`config.mk`:
```
export PLATFORM = sky130hd
export DESIGN_NAME = real_power_log_exp_series_unit
export DESIGN_NICKNAME = d
export VERILOG_FILES = /design/src/rtl/rple_pkg.sv /design/src/rtl/real_power_log_exp_series_unit.sv
export SDC_FILE = /design/constraint.sdc
export NUM_CORES = 2
export LEC_CHECK = 0
export BUFFER_PORTS_ARGS = -buffer_cell sky130_fd_sc_hd__buf_2
export CAP_MARGIN = 20
export CORE_MARGIN = 2
export CORE_UTILIZATION = 30
export DETAILED_ROUTE_END_ITERATION = 6
export PLACE_DENSITY = 0.47
export SETUP_SLACK_MARGIN = 0.3
export SLEW_MARGIN = 20
export SYNTH_ARGS = -nofsm -noshare
export SYNTH_HDL_FRONTEND = slang
export SYNTH_SLANG_ARGS = --single-unit
```
`constraint.sdc`:
```
create_clock -name i_clk -period 20.1 [get_ports i_clk]
set_input_delay 3.015 -clock i_clk [delete_from_list [all_inputs] [get_ports i_clk]]
set_output_delay 3.015 -clock i_clk [all_outputs]
set_load 0.01 [all_outputs]
```
`src/rtl/rple_pkg.sv`:
```
`timescale 1ns / 1ps

package rple_pkg;

    // Series lengths.
    localparam int LOG_TERMS = 50;
    localparam int EXP_TERMS = 32;

    // Field widths of the transactions.
    localparam int BASE_W   = 32;
    localparam int EXPO_W   = 32;
    localparam int RESULT_W = 64;

    // Shared multiplier operand and product widths.
    localparam int MUL_A_W = 37;
    localparam int MUL_B_W = 32;
    localparam int PROD_W  = MUL_A_W + MUL_B_W;

    // Internal value widths (magnitudes, Q.30 unless noted).
    localparam int U_W    = 30;
    localparam int ACC_W  = 32;
    localparam int LNM_W  = 33;
    localparam int W_W    = 37;
    localparam int ZMAG_W = PROD_W - 16;

    // Reciprocal odd table depth and its index width.
    localparam int ODD_DEPTH = 64;
    localparam int LOG_K_W   = $clog2(ODD_DEPTH);

    // Exponential term counter and small-divisor remainder width.
    localparam int EXP_K_W = $clog2(EXP_TERMS + 1);

    // Chunked division of the exponential step.
    localparam int DVD_W      = 72;
    localparam int CHUNK_W    = 8;
    localparam int DIV_CHUNKS = DVD_W / CHUNK_W;

    // Bit-serial divider lengths.
    localparam int CNT_W         = 6;
    localparam int U_DIV_STEPS   = 30;
    localparam int RCP_DIV_STEPS = 33;
    localparam int QUO_W         = RCP_DIV_STEPS;

    // Fixed-point constants.
    localparam logic [63:0]           Q30_ONE      = 64'd1 << 30;
    localparam logic [BASE_W-1:0]     ONE_Q16      = 32'h0001_0000;
    localparam logic [RESULT_W-1:0]   ONE_Q32      = 64'h0000_0001_0000_0000;
    localparam logic [ZMAG_W-1:0]     Z_LIMIT      = ZMAG_W'(64'd64 << 30);
    localparam logic [DVD_W-1:0]      EXP_SAT_LIM  = 72'h00_FFFF_FFFF_0000_0000;
    localparam logic [RESULT_W-1:0]   RCP_REM_INIT = 64'h0000_0000_8000_0000;

    // floor(2^30 / (2j + 1)) for the logarithm series.
    localparam logic [30:0] RECIP_ODD [ODD_DEPTH] = '{
        31'(Q30_ONE / 64'd1),   31'(Q30_ONE / 64'd3),   31'(Q30_ONE / 64'd5),
        31'(Q30_ONE / 64'd7),   31'(Q30_ONE / 64'd9),   31'(Q30_ONE / 64'd11),
        31'(Q30_ONE / 64'd13),  31'(Q30_ONE / 64'd15),  31'(Q30_ONE / 64'd17),
        31'(Q30_ONE / 64'd19),  31'(Q30_ONE / 64'd21),  31'(Q30_ONE / 64'd23),
        31'(Q30_ONE / 64'd25),  31'(Q30_ONE / 64'd27),  31'(Q30_ONE / 64'd29),
        31'(Q30_ONE / 64'd31),  31'(Q30_ONE / 64'd33),  31'(Q30_ONE / 64'd35),
        31'(Q30_ONE / 64'd37),  31'(Q30_ONE / 64'd39),  31'(Q30_ONE / 64'd41),
        31'(Q30_ONE / 64'd43),  31'(Q30_ONE / 64'd45),  31'(Q30_ONE / 64'd47),
        31'(Q30_ONE / 64'd49),  31'(Q30_ONE / 64'd51),  31'(Q30_ONE / 64'd53),
        31'(Q30_ONE / 64'd55),  31'(Q30_ONE / 64'd57),  31'(Q30_ONE / 64'd59),
        31'(Q30_ONE / 64'd61),  31'(Q30_ONE / 64'd63),  31'(Q30_ONE / 64'd65),
        31'(Q30_ONE / 64'd67),  31'(Q30_ONE / 64'd69),  31'(Q30_ONE / 64'd71),
        31'(Q30_ONE / 64'd73),  31'(Q30_ONE / 64'd75),  31'(Q30_ONE / 64'd77),
        31'(Q30_ONE / 64'd79),  31'(Q30_ONE / 64'd81),  31'(Q30_ONE / 64'd83),
        31'(Q30_ONE / 64'd85),  31'(Q30_ONE / 64'd87),  31'(Q30_ONE / 64'd89),
        31'(Q30_ONE / 64'd91),  31'(Q30_ONE / 64'd93),  31'(Q30_ONE / 64'd95),
        31'(Q30_ONE / 64'd97),  31'(Q30_ONE / 64'd99),  31'(Q30_ONE / 64'd101),
        31'(Q30_ONE / 64'd103), 31'(Q30_ONE / 64'd105), 31'(Q30_ONE / 64'd107),
        31'(Q30_ONE / 64'd109), 31'(Q30_ONE / 64'd111), 31'(Q30_ONE / 64'd113),
        31'(Q30_ONE / 64'd115), 31'(Q30_ONE / 64'd117), 31'(Q30_ONE / 64'd119),
        31'(Q30_ONE / 64'd121), 31'(Q30_ONE / 64'd123), 31'(Q30_ONE / 64'd125),
        31'(Q30_ONE / 64'd127)
    };

    // Input and result transactions.
    typedef struct packed {
        logic [BASE_W-1:0]        base;
        logic signed [EXPO_W-1:0] exponent;
    } t_in;

    typedef struct packed {
        logic [RESULT_W-1:0] power_result;
        logic                overflowed;
    } t_out;

    // Sequencer states.
    typedef enum logic [4:0] {
        S_IDLE,
        S_UDIV,
        S_USQ,
        S_U2,
        S_LMUL,
        S_LADD,
        S_LFIN,
        S_ZMUL,
        S_ZCHK,
        S_EMUL_LO,
        S_EMUL_HI,
        S_ESUM,
        S_EDIV,
        S_EUPD,
        S_FIN,
        S_RDIV,
        S_RWB,
        S_DONE
    } t_state;

endpackage

```
`src/rtl/real_power_log_exp_series_unit.sv`:
```
`timescale 1ns / 1ps
// Power unit: returns base^exponent for an unsigned Q16.16 base and a signed
// Q16.16 exponent, as an unsigned Q32.32 result with a saturation flag.
// Input channel: i_in_valid / o_in_ready with i_in_data; output channel:
// o_out_valid / i_out_ready with o_out_data. One result per input.
// Zero base, unit base and zero exponent go straight to the done state, and
// an oversized power skips the exponential series; a negative product of
// ln(base) and the exponent adds a final reciprocal. Most of the work falls
// to the shared 37x32 multiplier, used once per step of the logarithm Horner
// loop and twice per exponential term, to the 30-step bit-serial divide
// forming (x-1)/(x+1), and to the 8-bit-per-cycle division of each
// exponential term by its index.
// One transaction is in work at a time: o_in_ready is high only when the
// sequencer is idle, so a new transaction is accepted in the cycle after the
// previous result is loaded at the earliest. The result register lets the
// next transaction start while a result waits; if the receiver stalls, the
// finished transaction holds in its last state until the register frees up.
// Synchronous reset empties the result register and idles the sequencer.

module real_power_log_exp_series_unit import rple_pkg::*; (
    input  logic i_clk,
    input  logic i_rst_n,
    input  logic i_in_valid,
    output logic o_in_ready,
    input  t_in  i_in_data,
    output logic o_out_valid,
    input  logic i_out_ready,
    output t_out o_out_data
);

    // State and datapath registers.
    t_state                r_state, n_state;
    logic                  r_neg, n_neg;
    logic                  r_sat, n_sat;
    logic [EXPO_W-1:0]     r_ymag, n_ymag;
    logic [RESULT_W-1:0]   r_rem, n_rem;
    logic [RESULT_W-1:0]   r_dsr, n_dsr;
    logic [QUO_W-1:0]      r_quo, n_quo;
    logic [CNT_W-1:0]      r_cnt, n_cnt;
    logic [U_W-1:0]        r_u, n_u;
    logic [U_W-1:0]        r_u2, n_u2;
    logic [ACC_W-1:0]      r_acc, n_acc;
    logic [LOG_K_W-1:0]    r_k, n_k;
    logic [PROD_W-1:0]     r_prod;
    logic [W_W-1:0]        r_w, n_w;
    logic [RESULT_W-1:0]   r_g, n_g;
    logic [EXP_K_W-1:0]    r_kexp, n_kexp;
    logic [DVD_W-1:0]      r_dvd, n_dvd;
    logic [EXP_K_W-1:0]    r_krem, n_krem;
    logic [RESULT_W-1:0]   r_res, n_res;
    logic                  r_ovf, n_ovf;
    t_out                  r_out;
    logic                  r_out_valid;

    // Combinational helpers.
    logic                  w_in_fire;
    logic                  w_out_load;
    logic                  w_base_zero;
    logic                  w_trivial_one;
    logic                  w_ln_neg;
    logic [BASE_W-1:0]     w_mag;
    logic [BASE_W:0]       w_den;
    logic [MUL_A_W-1:0]    w_mul_a;
    logic [MUL_B_W-1:0]    w_mul_b;
    logic [PROD_W-1:0]     w_mul_p;
    logic [RESULT_W:0]     w_div_shift;
    logic                  w_div_ge;
    logic [RESULT_W:0]     w_div_rem;
    logic [CHUNK_W-1:0]    w_chunk_q;
    logic [EXP_K_W-1:0]    w_chunk_rem;
    logic [ZMAG_W-1:0]     w_zmag;
    logic                  w_z_over;
    logic                  w_e_over;
    logic                  w_cnt_last;

    assign w_in_fire     = i_in_valid && o_in_ready;
    assign w_base_zero   = (i_in_data.base == '0);
    assign w_trivial_one = (i_in_data.base == ONE_Q16) || (i_in_data.exponent == '0);
    assign w_ln_neg      = (i_in_data.base < ONE_Q16);
    assign w_mag         = w_ln_neg ? (ONE_Q16 - i_in_data.base)
                                    : (i_in_data.base - ONE_Q16);
    assign w_den         = {1'b0, i_in_data.base} + {1'b0, ONE_Q16};
    assign w_zmag        = r_prod[PROD_W-1:16];
    assign w_z_over      = (w_zmag > Z_LIMIT);
    assign w_e_over      = (r_dvd >= EXP_SAT_LIM);
    assign w_cnt_last    = (r_cnt == CNT_W'(1));

    // Shared multiplier; its product is registered every cycle.
    assign w_mul_p = PROD_W'(w_mul_a) * PROD_W'(w_mul_b);

    // One restoring step of the bit-serial divider.
    assign w_div_shift = {r_rem, 1'b0};
    assign w_div_ge    = (w_div_shift >= {1'b0, r_dsr});
    assign w_div_rem   = w_div_ge ? (w_div_shift - {1'b0, r_dsr}) : w_div_shift;

    // Eight quotient bits per cycle of the division by the term index.
    always_comb begin
        logic [EXP_K_W:0]   t;
        logic [EXP_K_W-1:0] kr;
        kr        = r_krem;
        w_chunk_q = '0;
        for (int i = CHUNK_W - 1; i >= 0; i--) begin
            t = {kr, r_dvd[DVD_W-CHUNK_W+i]};
            if (t >= {1'b0, r_kexp}) begin
                t            = t - {1'b0, r_kexp};
                w_chunk_q[i] = 1'b1;
            end
            kr = t[EXP_K_W-1:0];
        end
        w_chunk_rem = kr;
    end

    // Next state.
    always_comb begin
        n_state = r_state;
        case (r_state)
            S_IDLE: begin
                if (w_in_fire) begin
                    if (w_base_zero || w_trivial_one) begin
                        n_state = S_DONE;
                    end else begin
                        n_state = S_UDIV;
                    end
                end
            end
            S_UDIV: begin
                if (w_cnt_last) begin
                    n_state = S_USQ;
                end
            end
            S_USQ:     n_state = S_U2;
            S_U2:      n_state = S_LMUL;
            S_LMUL:    n_state = S_LADD;
            S_LADD: begin
                n_state = (r_k == LOG_K_W'(1)) ? S_LFIN : S_LMUL;
            end
            S_LFIN:    n_state = S_ZMUL;
            S_ZMUL:    n_state = S_ZCHK;
            S_ZCHK: begin
                n_state = w_z_over ? S_FIN : S_EMUL_LO;
            end
            S_EMUL_LO: n_state = S_EMUL_HI;
            S_EMUL_HI: n_state = S_ESUM;
            S_ESUM:    n_state = S_EDIV;
            S_EDIV: begin
                if (w_cnt_last) begin
                    n_state = S_EUPD;
                end
            end
            S_EUPD: begin
                if (w_e_over || (r_kexp == EXP_K_W'(1))) begin
                    n_state = S_FIN;
                end else begin
                    n_state = S_EMUL_LO;
                end
            end
            S_FIN: begin
                n_state = (r_neg && !r_sat) ? S_RDIV : S_DONE;
            end
            S_RDIV: begin
                if (w_cnt_last) begin
                    n_state = S_RWB;
                end
            end
            S_RWB:     n_state = S_DONE;
            S_DONE: begin
                if (w_out_load) begin
                    n_state = S_IDLE;
                end
            end
            default:   n_state = S_IDLE;
        endcase
    end

    // Sequencer outputs: handshake, result load and multiplier operands.
    always_comb begin
        o_in_ready = (r_state == S_IDLE);
        w_out_load = (r_state == S_DONE) && (!r_out_valid || i_out_ready);
        w_mul_a    = '0;
        w_mul_b    = '0;
        case (r_state)
            S_USQ: begin
                w_mul_a = MUL_A_W'(r_quo[U_W-1:0]);
                w_mul_b = MUL_B_W'(r_quo[U_W-1:0]);
            end
            S_LMUL: begin
                w_mul_a = MUL_A_W'(r_acc);
                w_mul_b = MUL_B_W'(r_u2);
            end
            S_LFIN: begin
                w_mul_a = MUL_A_W'(r_acc);
                w_mul_b = MUL_B_W'(r_u);
            end
            S_ZMUL: begin
                // ln magnitude is twice the scaled series product.
                w_mul_a = MUL_A_W'({r_prod[61:30], 1'b0});
                w_mul_b = r_ymag;
            end
            S_EMUL_LO: begin
                w_mul_a = r_w;
                w_mul_b = r_g[31:0];
            end
            S_EMUL_HI: begin
                w_mul_a = r_w;
                w_mul_b = r_g[63:32];
            end
            default: begin
                w_mul_a = '0;
                w_mul_b = '0;
            end
        endcase
    end

    // Datapath next values.
    always_comb begin
        n_neg  = r_neg;
        n_sat  = r_sat;
        n_ymag = r_ymag;
        n_rem  = r_rem;
        n_dsr  = r_dsr;
        n_quo  = r_quo;
        n_cnt  = r_cnt;
        n_u    = r_u;
        n_u2   = r_u2;
        n_acc  = r_acc;
        n_k    = r_k;
        n_w    = r_w;
        n_g    = r_g;
        n_kexp = r_kexp;
        n_dvd  = r_dvd;
        n_krem = r_krem;
        n_res  = r_res;
        n_ovf  = r_ovf;
        case (r_state)
            S_IDLE: begin
                // Special cases settle at once; otherwise start u = (x-1)/(x+1).
                n_sat  = 1'b0;
                n_ovf  = 1'b0;
                n_res  = w_base_zero ? '0 : ONE_Q32;
                n_neg  = w_ln_neg ^ i_in_data.exponent[EXPO_W-1];
                n_ymag = i_in_data.exponent[EXPO_W-1] ? (~i_in_data.exponent + 1'b1)
                                                      : i_in_data.exponent;
                n_rem  = RESULT_W'(w_mag);
                n_dsr  = RESULT_W'(w_den);
                n_quo  = '0;
                n_cnt  = CNT_W'(U_DIV_STEPS);
            end
            S_UDIV, S_RDIV: begin
                n_rem = w_div_rem[RESULT_W-1:0];
                n_quo = {r_quo[QUO_W-2:0], w_div_ge};
                n_cnt = r_cnt - 1'b1;
            end
            S_USQ: begin
                n_u = r_quo[U_W-1:0];
            end
            S_U2: begin
                // Horner in u^2 starts from the highest-order coefficient.
                n_u2  = r_prod[59:30];
                n_acc = ACC_W'(RECIP_ODD[LOG_K_W'(LOG_TERMS - 1)]);
                n_k   = LOG_K_W'(LOG_TERMS - 1);
            end
            S_LADD: begin
                n_acc = ACC_W'(r_prod[61:30]) + ACC_W'(RECIP_ODD[r_k - 1'b1]);
                n_k   = r_k - 1'b1;
            end
            S_ZCHK: begin
                if (w_z_over) begin
                    n_sat = 1'b1;
                end
                n_w    = w_zmag[W_W-1:0];
                n_g    = ONE_Q32;
                n_kexp = EXP_K_W'(EXP_TERMS);
            end
            S_EMUL_HI: begin
                n_dvd = DVD_W'(r_prod[PROD_W-1:30]);
            end
            S_ESUM: begin
                // Upper partial product weighs 2^32, i.e. 2^2 after the Q.30 drop.
                n_dvd  = r_dvd + DVD_W'({r_prod, 2'b00});
                n_krem = '0;
                n_cnt  = CNT_W'(DIV_CHUNKS);
            end
            S_EDIV: begin
                n_dvd  = {r_dvd[DVD_W-CHUNK_W-1:0], w_chunk_q};
                n_krem = w_chunk_rem;
                n_cnt  = r_cnt - 1'b1;
            end
            S_EUPD: begin
                if (w_e_over) begin
                    n_sat = 1'b1;
                end else begin
                    n_g    = r_dvd[RESULT_W-1:0] + ONE_Q32;
                    n_kexp = r_kexp - 1'b1;
                end
            end
            S_FIN: begin
                if (!r_neg) begin
                    n_res = r_sat ? '1 : r_g;
                    n_ovf = r_sat;
                end else if (r_sat) begin
                    n_res = '0;
                end else begin
                    // Reciprocal floor(2^64 / g) on the bit-serial divider.
                    n_rem = RCP_REM_INIT;
                    n_dsr = r_g;
                    n_quo = '0;
                    n_cnt = CNT_W'(RCP_DIV_STEPS);
                end
            end
            S_RWB: begin
                n_res = RESULT_W'(r_quo);
            end
            default: begin
                n_res = r_res;
            end
        endcase
    end

    // Control registers.
    always_ff @(posedge i_clk) begin
        if (!i_rst_n) begin
            r_state     <= S_IDLE;
            r_out_valid <= 1'b0;
        end else begin
            r_state <= n_state;
            if (w_out_load) begin
                r_out_valid <= 1'b1;
            end else if (i_out_ready) begin
                r_out_valid <= 1'b0;
            end
        end
    end

    // Payload registers.
    always_ff @(posedge i_clk) begin
        r_neg  <= n_neg;
        r_sat  <= n_sat;
        r_ymag <= n_ymag;
        r_rem  <= n_rem;
        r_dsr  <= n_dsr;
        r_quo  <= n_quo;
        r_cnt  <= n_cnt;
        r_u    <= n_u;
        r_u2   <= n_u2;
        r_acc  <= n_acc;
        r_k    <= n_k;
        r_prod <= w_mul_p;
        r_w    <= n_w;
        r_g    <= n_g;
        r_kexp <= n_kexp;
        r_dvd  <= n_dvd;
        r_krem <= n_krem;
        r_res  <= n_res;
        r_ovf  <= n_ovf;
        if (w_out_load) begin
            r_out.power_result <= r_res;
            r_out.overflowed   <= r_ovf;
        end
    end

    assign o_out_valid = r_out_valid;
    assign o_out_data  = r_out;

endmodule

```
==> results.yml <==
power_and_ir_drop:
  leakagePower_nw: 38.5
  p_sw_frac: 0.383
  power_frac_clock: 0.292
  powerDensity_nw_per_um2: 65.6
  p_int_mw: 3.54
  ir_worst_vdd_mv: 0.0915
  power.share.combinational: 0.340
  p_switching_mw: 2.19
  pwr-share-seq: 0.367
grt:
  grt_antenna_before_repair: 20
  grt_pass1_vias: 64301
  grt_pass1_wl_mm: 444
  use_met3: 0.0328
  grtUsageMet2: 0.338
  overflow: 0
  use_met1: 0.322
  grt_max_degree: 79
  grt-busiest-layer: "met2"
  grt_util_all_layers: 0.222
clock_tree:
  cts-buffers-inserted: 87
  cts_root_buffer: "clkbuf_16"
  cts.htree.levels: 3
  clockBufferDepth: 3
  tritoncts: "yes"
  numClockSinks: 689
  clk_latency_ps: 730
  post_cts_resized: 0
  clk_pin_slew_worst_paths_ps: 60
  hold_buffers: 0
  cts_setup_buffers: 0
critical_path:
  cp_slowest_cell: "o21ai_0"
  crit_buf_inv: 9
  crit_path_end_kind: "flop"
  critPathMaxStageDelay_ps: 510
  path_delay_family: "compound AO/OA/AOI/OAI gates"
  cpMostUsedCell: "a21o_1"
  cp-start-kind: "flop"
  cp.required_ps: 20520
  crit_type: "flop to flop"
  cp.arrival_ps: 18050
  worstPathMaxFanout: 18
floorplan:
  rows: 188
  die_width_um: 518
  start_util: 0.302
  die_area_um2: 268000
  die_h_um: 518
  io_pins: 135
  coreArea_um2: 262000
finish:
  drive_gt1_frac: 0.0625
  areaGrowthSynthToFinish_pct: 10.4
  final_nets: 10249
  final_core_util: 0.333
  final.fill_count: 27161
place:
  dp_hpwl_mm: 229
  port_buffers: 134
  place.gp.congestion: 0.939
sta:
  fin_crit_sh: 0.877
  slew_violations: 0
  skew_ps: 69.8
  worst_pin_slew_ps: 1160
  timing.hold.ws_ps: 419
  min_period_ps: 17630
  setup_violations: 0
  timing.fmax_mhz: 56.7
  max-slew-margin-rel: 0.229
  finalHoldViolCount: 0
  rsz0062_at_grt: "false"
  tns_ps: 0
synth:
  synth_area_um2: 79100
  synthArstFlopShare: 0
  ys_warn_count: 0
  synth_edf_count: 614
  synth.ff_latch_count: 689
  synth_fp_nets: 10263
  ys_seq_area_frac: 0.252
  synth_ff_type: "edfxtp_1"
  syn_inst: 8628
  syn_avg_cell_area_um2: 9.17
  ys_types: 87
run_status:
  outcome: "finished with violations"
  violations: "design-rule violations"
detailed_routing:
  first_iter_violations: 6695
  ant_nets: 0
  wire_per_inst_um: 24.6
  post-route-drc-count: 4
  wl_mm: 300
  viasPerCell: 5.22
  vias: 63709
  first_pass_iters: 7
min_path:
  hold_class: "flop to flop"
run:
  max_cap_violations: 0
-- worst register-to-register path: cells and delay by family, from the launching register on --
family | cells | cell delay [ps]
multiplexers | 6 | 1810
flip-flops | 1 | 380
AND/OR/NAND/NOR | 12 | 1840
AO/OA/AOI/OAI | 37 | 9570
buffers and inverters | 9 | 1390
adder cells (fa/ha/maj) | 8 | 2420
-- power groups by stage --
| stage | Combinational [mW] | Clock (mW) | Sequential, mW |
|---|---|---|---|
| after floorplan | 1.36 | 0 | 2.02 |
| after global placement | 1.92 | 0 | 2.12 |
| after detailed placement | 1.93 | 0 | 2.12 |
| after CTS | 1.94 | 1.70 | 2.09 |
| after global routing | 2.14 | 1.75 | 2.12 |
| final | 1.95 | 1.67 | 2.11 |
-- registers in the layout, indices dropped and copies added, names as in the netlist --
register,flops
r_g,64
r_cnt,6
r_ymag,32
r_w,37
o_out_valid,1
r_dvd,72
r_acc,32
r_neg,1
r_ovf,1
r_state,5
r_u,30
r_krem,6
r_u2,30
r_rem,64
r_sat,1
r_kexp,6
r_k,6
o_out_data,65
r_dsr,64
r_res,64
r_quo,33
r_prod,69
-- layout make-up --
cell class / count / area [µm²] / area share
inverters: 1281 / 4810 / 0.0551
multi-input cells: 6241 / 53100 / 0.608
clock buffers: 105 / 2320 / 0.0265
well taps: 3515 / 4400 / 0.0504
flip-flops and latches: 689 / 19900 / 0.228
clock inverters: 55 / 699 / 0.00801
diodes: 5 / 12.5 / 0.000143
repair buffers: 314 / 2040 / 0.0234
-- cells by family (layout without fill, tap and decap cells) --
group,count (synthesis),count (layout),synth area share
xor gates and xnor gates,344,344,0.0381
adders and majority gates,1568,1568,0.348
AOI/OAI and AO/OA,1472,1472,0.118
and+or+nand+nor,2777,2777,0.153
other,0,5,0
DFF,689,689,0.252
muxes,80,80,0.0106
buffers and inverters,1698,1755,0.0808
-- per-layer routing --
layer  vias up  part of all wire
li1      28173                 -
met1     32625              0.46
met2      2486              0.44
met3       419             0.073
met4         6             0.034
met5         -           0.00013
-- final timing paths --
path | startpoint | end | slack, ps | cells after the start
max | r_kexp[3] | r_krem[5] | 2470 | 72
min | r_res[34] | o_out_data[35] | 420 | 0
max reg2reg | r_kexp[3] | r_krem[5] | 2470 | 72
min reg2reg | r_res[34] | o_out_data[35] | 420 | 0
-- cell usage after synthesis, drive strengths merged (21+ instances only) --
library cell | instances | area share
a211oi | 39 | 0.0039
a21o | 195 | 0.018
a21oi | 436 | 0.028
a222oi | 30 | 0.0038
a22oi | 56 | 0.0053
a31oi | 42 | 0.0033
and2 | 171 | 0.014
and3 | 39 | 0.0031
and4 | 26 | 0.0029
buf | 21 | 0.0012
clkbuf | 396 | 0.019
dfxtp | 75 | 0.019
edfxtp | 614 | 0.23
fa | 1057 | 0.27
ha | 510 | 0.081
inv | 1280 | 0.061
mux2i | 61 | 0.0077
nand2 | 1467 | 0.070
nand2b | 61 | 0.0048
nand3 | 111 | 0.0071
nand4 | 58 | 0.0046
nor2 | 607 | 0.029
nor2b | 44 | 0.0035
nor3 | 73 | 0.0047
nor4 | 31 | 0.0025
o211ai | 30 | 0.0028
o21a | 38 | 0.0036
o21ai | 340 | 0.022
o21bai | 34 | 0.0032
o22ai | 51 | 0.0040
o31ai | 32 | 0.0030
or3 | 31 | 0.0025
xnor2 | 207 | 0.023
xor2 | 137 | 0.015
-- stage by stage --
stage	power (mW)	instance area, µm²	setup slack (ps)	instances
6_report	5.73	87300	2470	12205
5_1_grt	6.01	87300	937	12200
4_1_cts	5.73	87300	2220	12196
3_5_place_dp	4.05	84300	2290	12036
3_3_place_gp	4.04	84200	2110	12034
2_1_floorplan	3.38	79100	4060	8628
-- layout by cell type (no fill, tap or decap), types with 26 or more instances in the layout --
cell type and n:
dfxtp_1 74, nand2b_1 61, o21ai_0 334, inv_1 1279, nor4_1 29, ha_1 509
mux2i_1 61, a31oi_1 42, xnor2_1 204, a21oi_1 430, a211oi_1 35, nor2b_1 43
fa_1 1057, a222oi_1 30, o21bai_1 34, edfxtp_1 614, nor3_1 66, nand3_1 103
o21a_1 37, o31ai_1 32, clkbuf_16 88, a21o_1 195, or3_1 31, and2_1 171
a22oi_1 56, o211ai_1 30, buf_2 136, and3_1 39, buf_4 176, nand4_1 58
nand2_1 1464, o22ai_1 50, nor2_1 603, and4_1 26, xor2_1 135
Power figures use the tool's default switching activity.
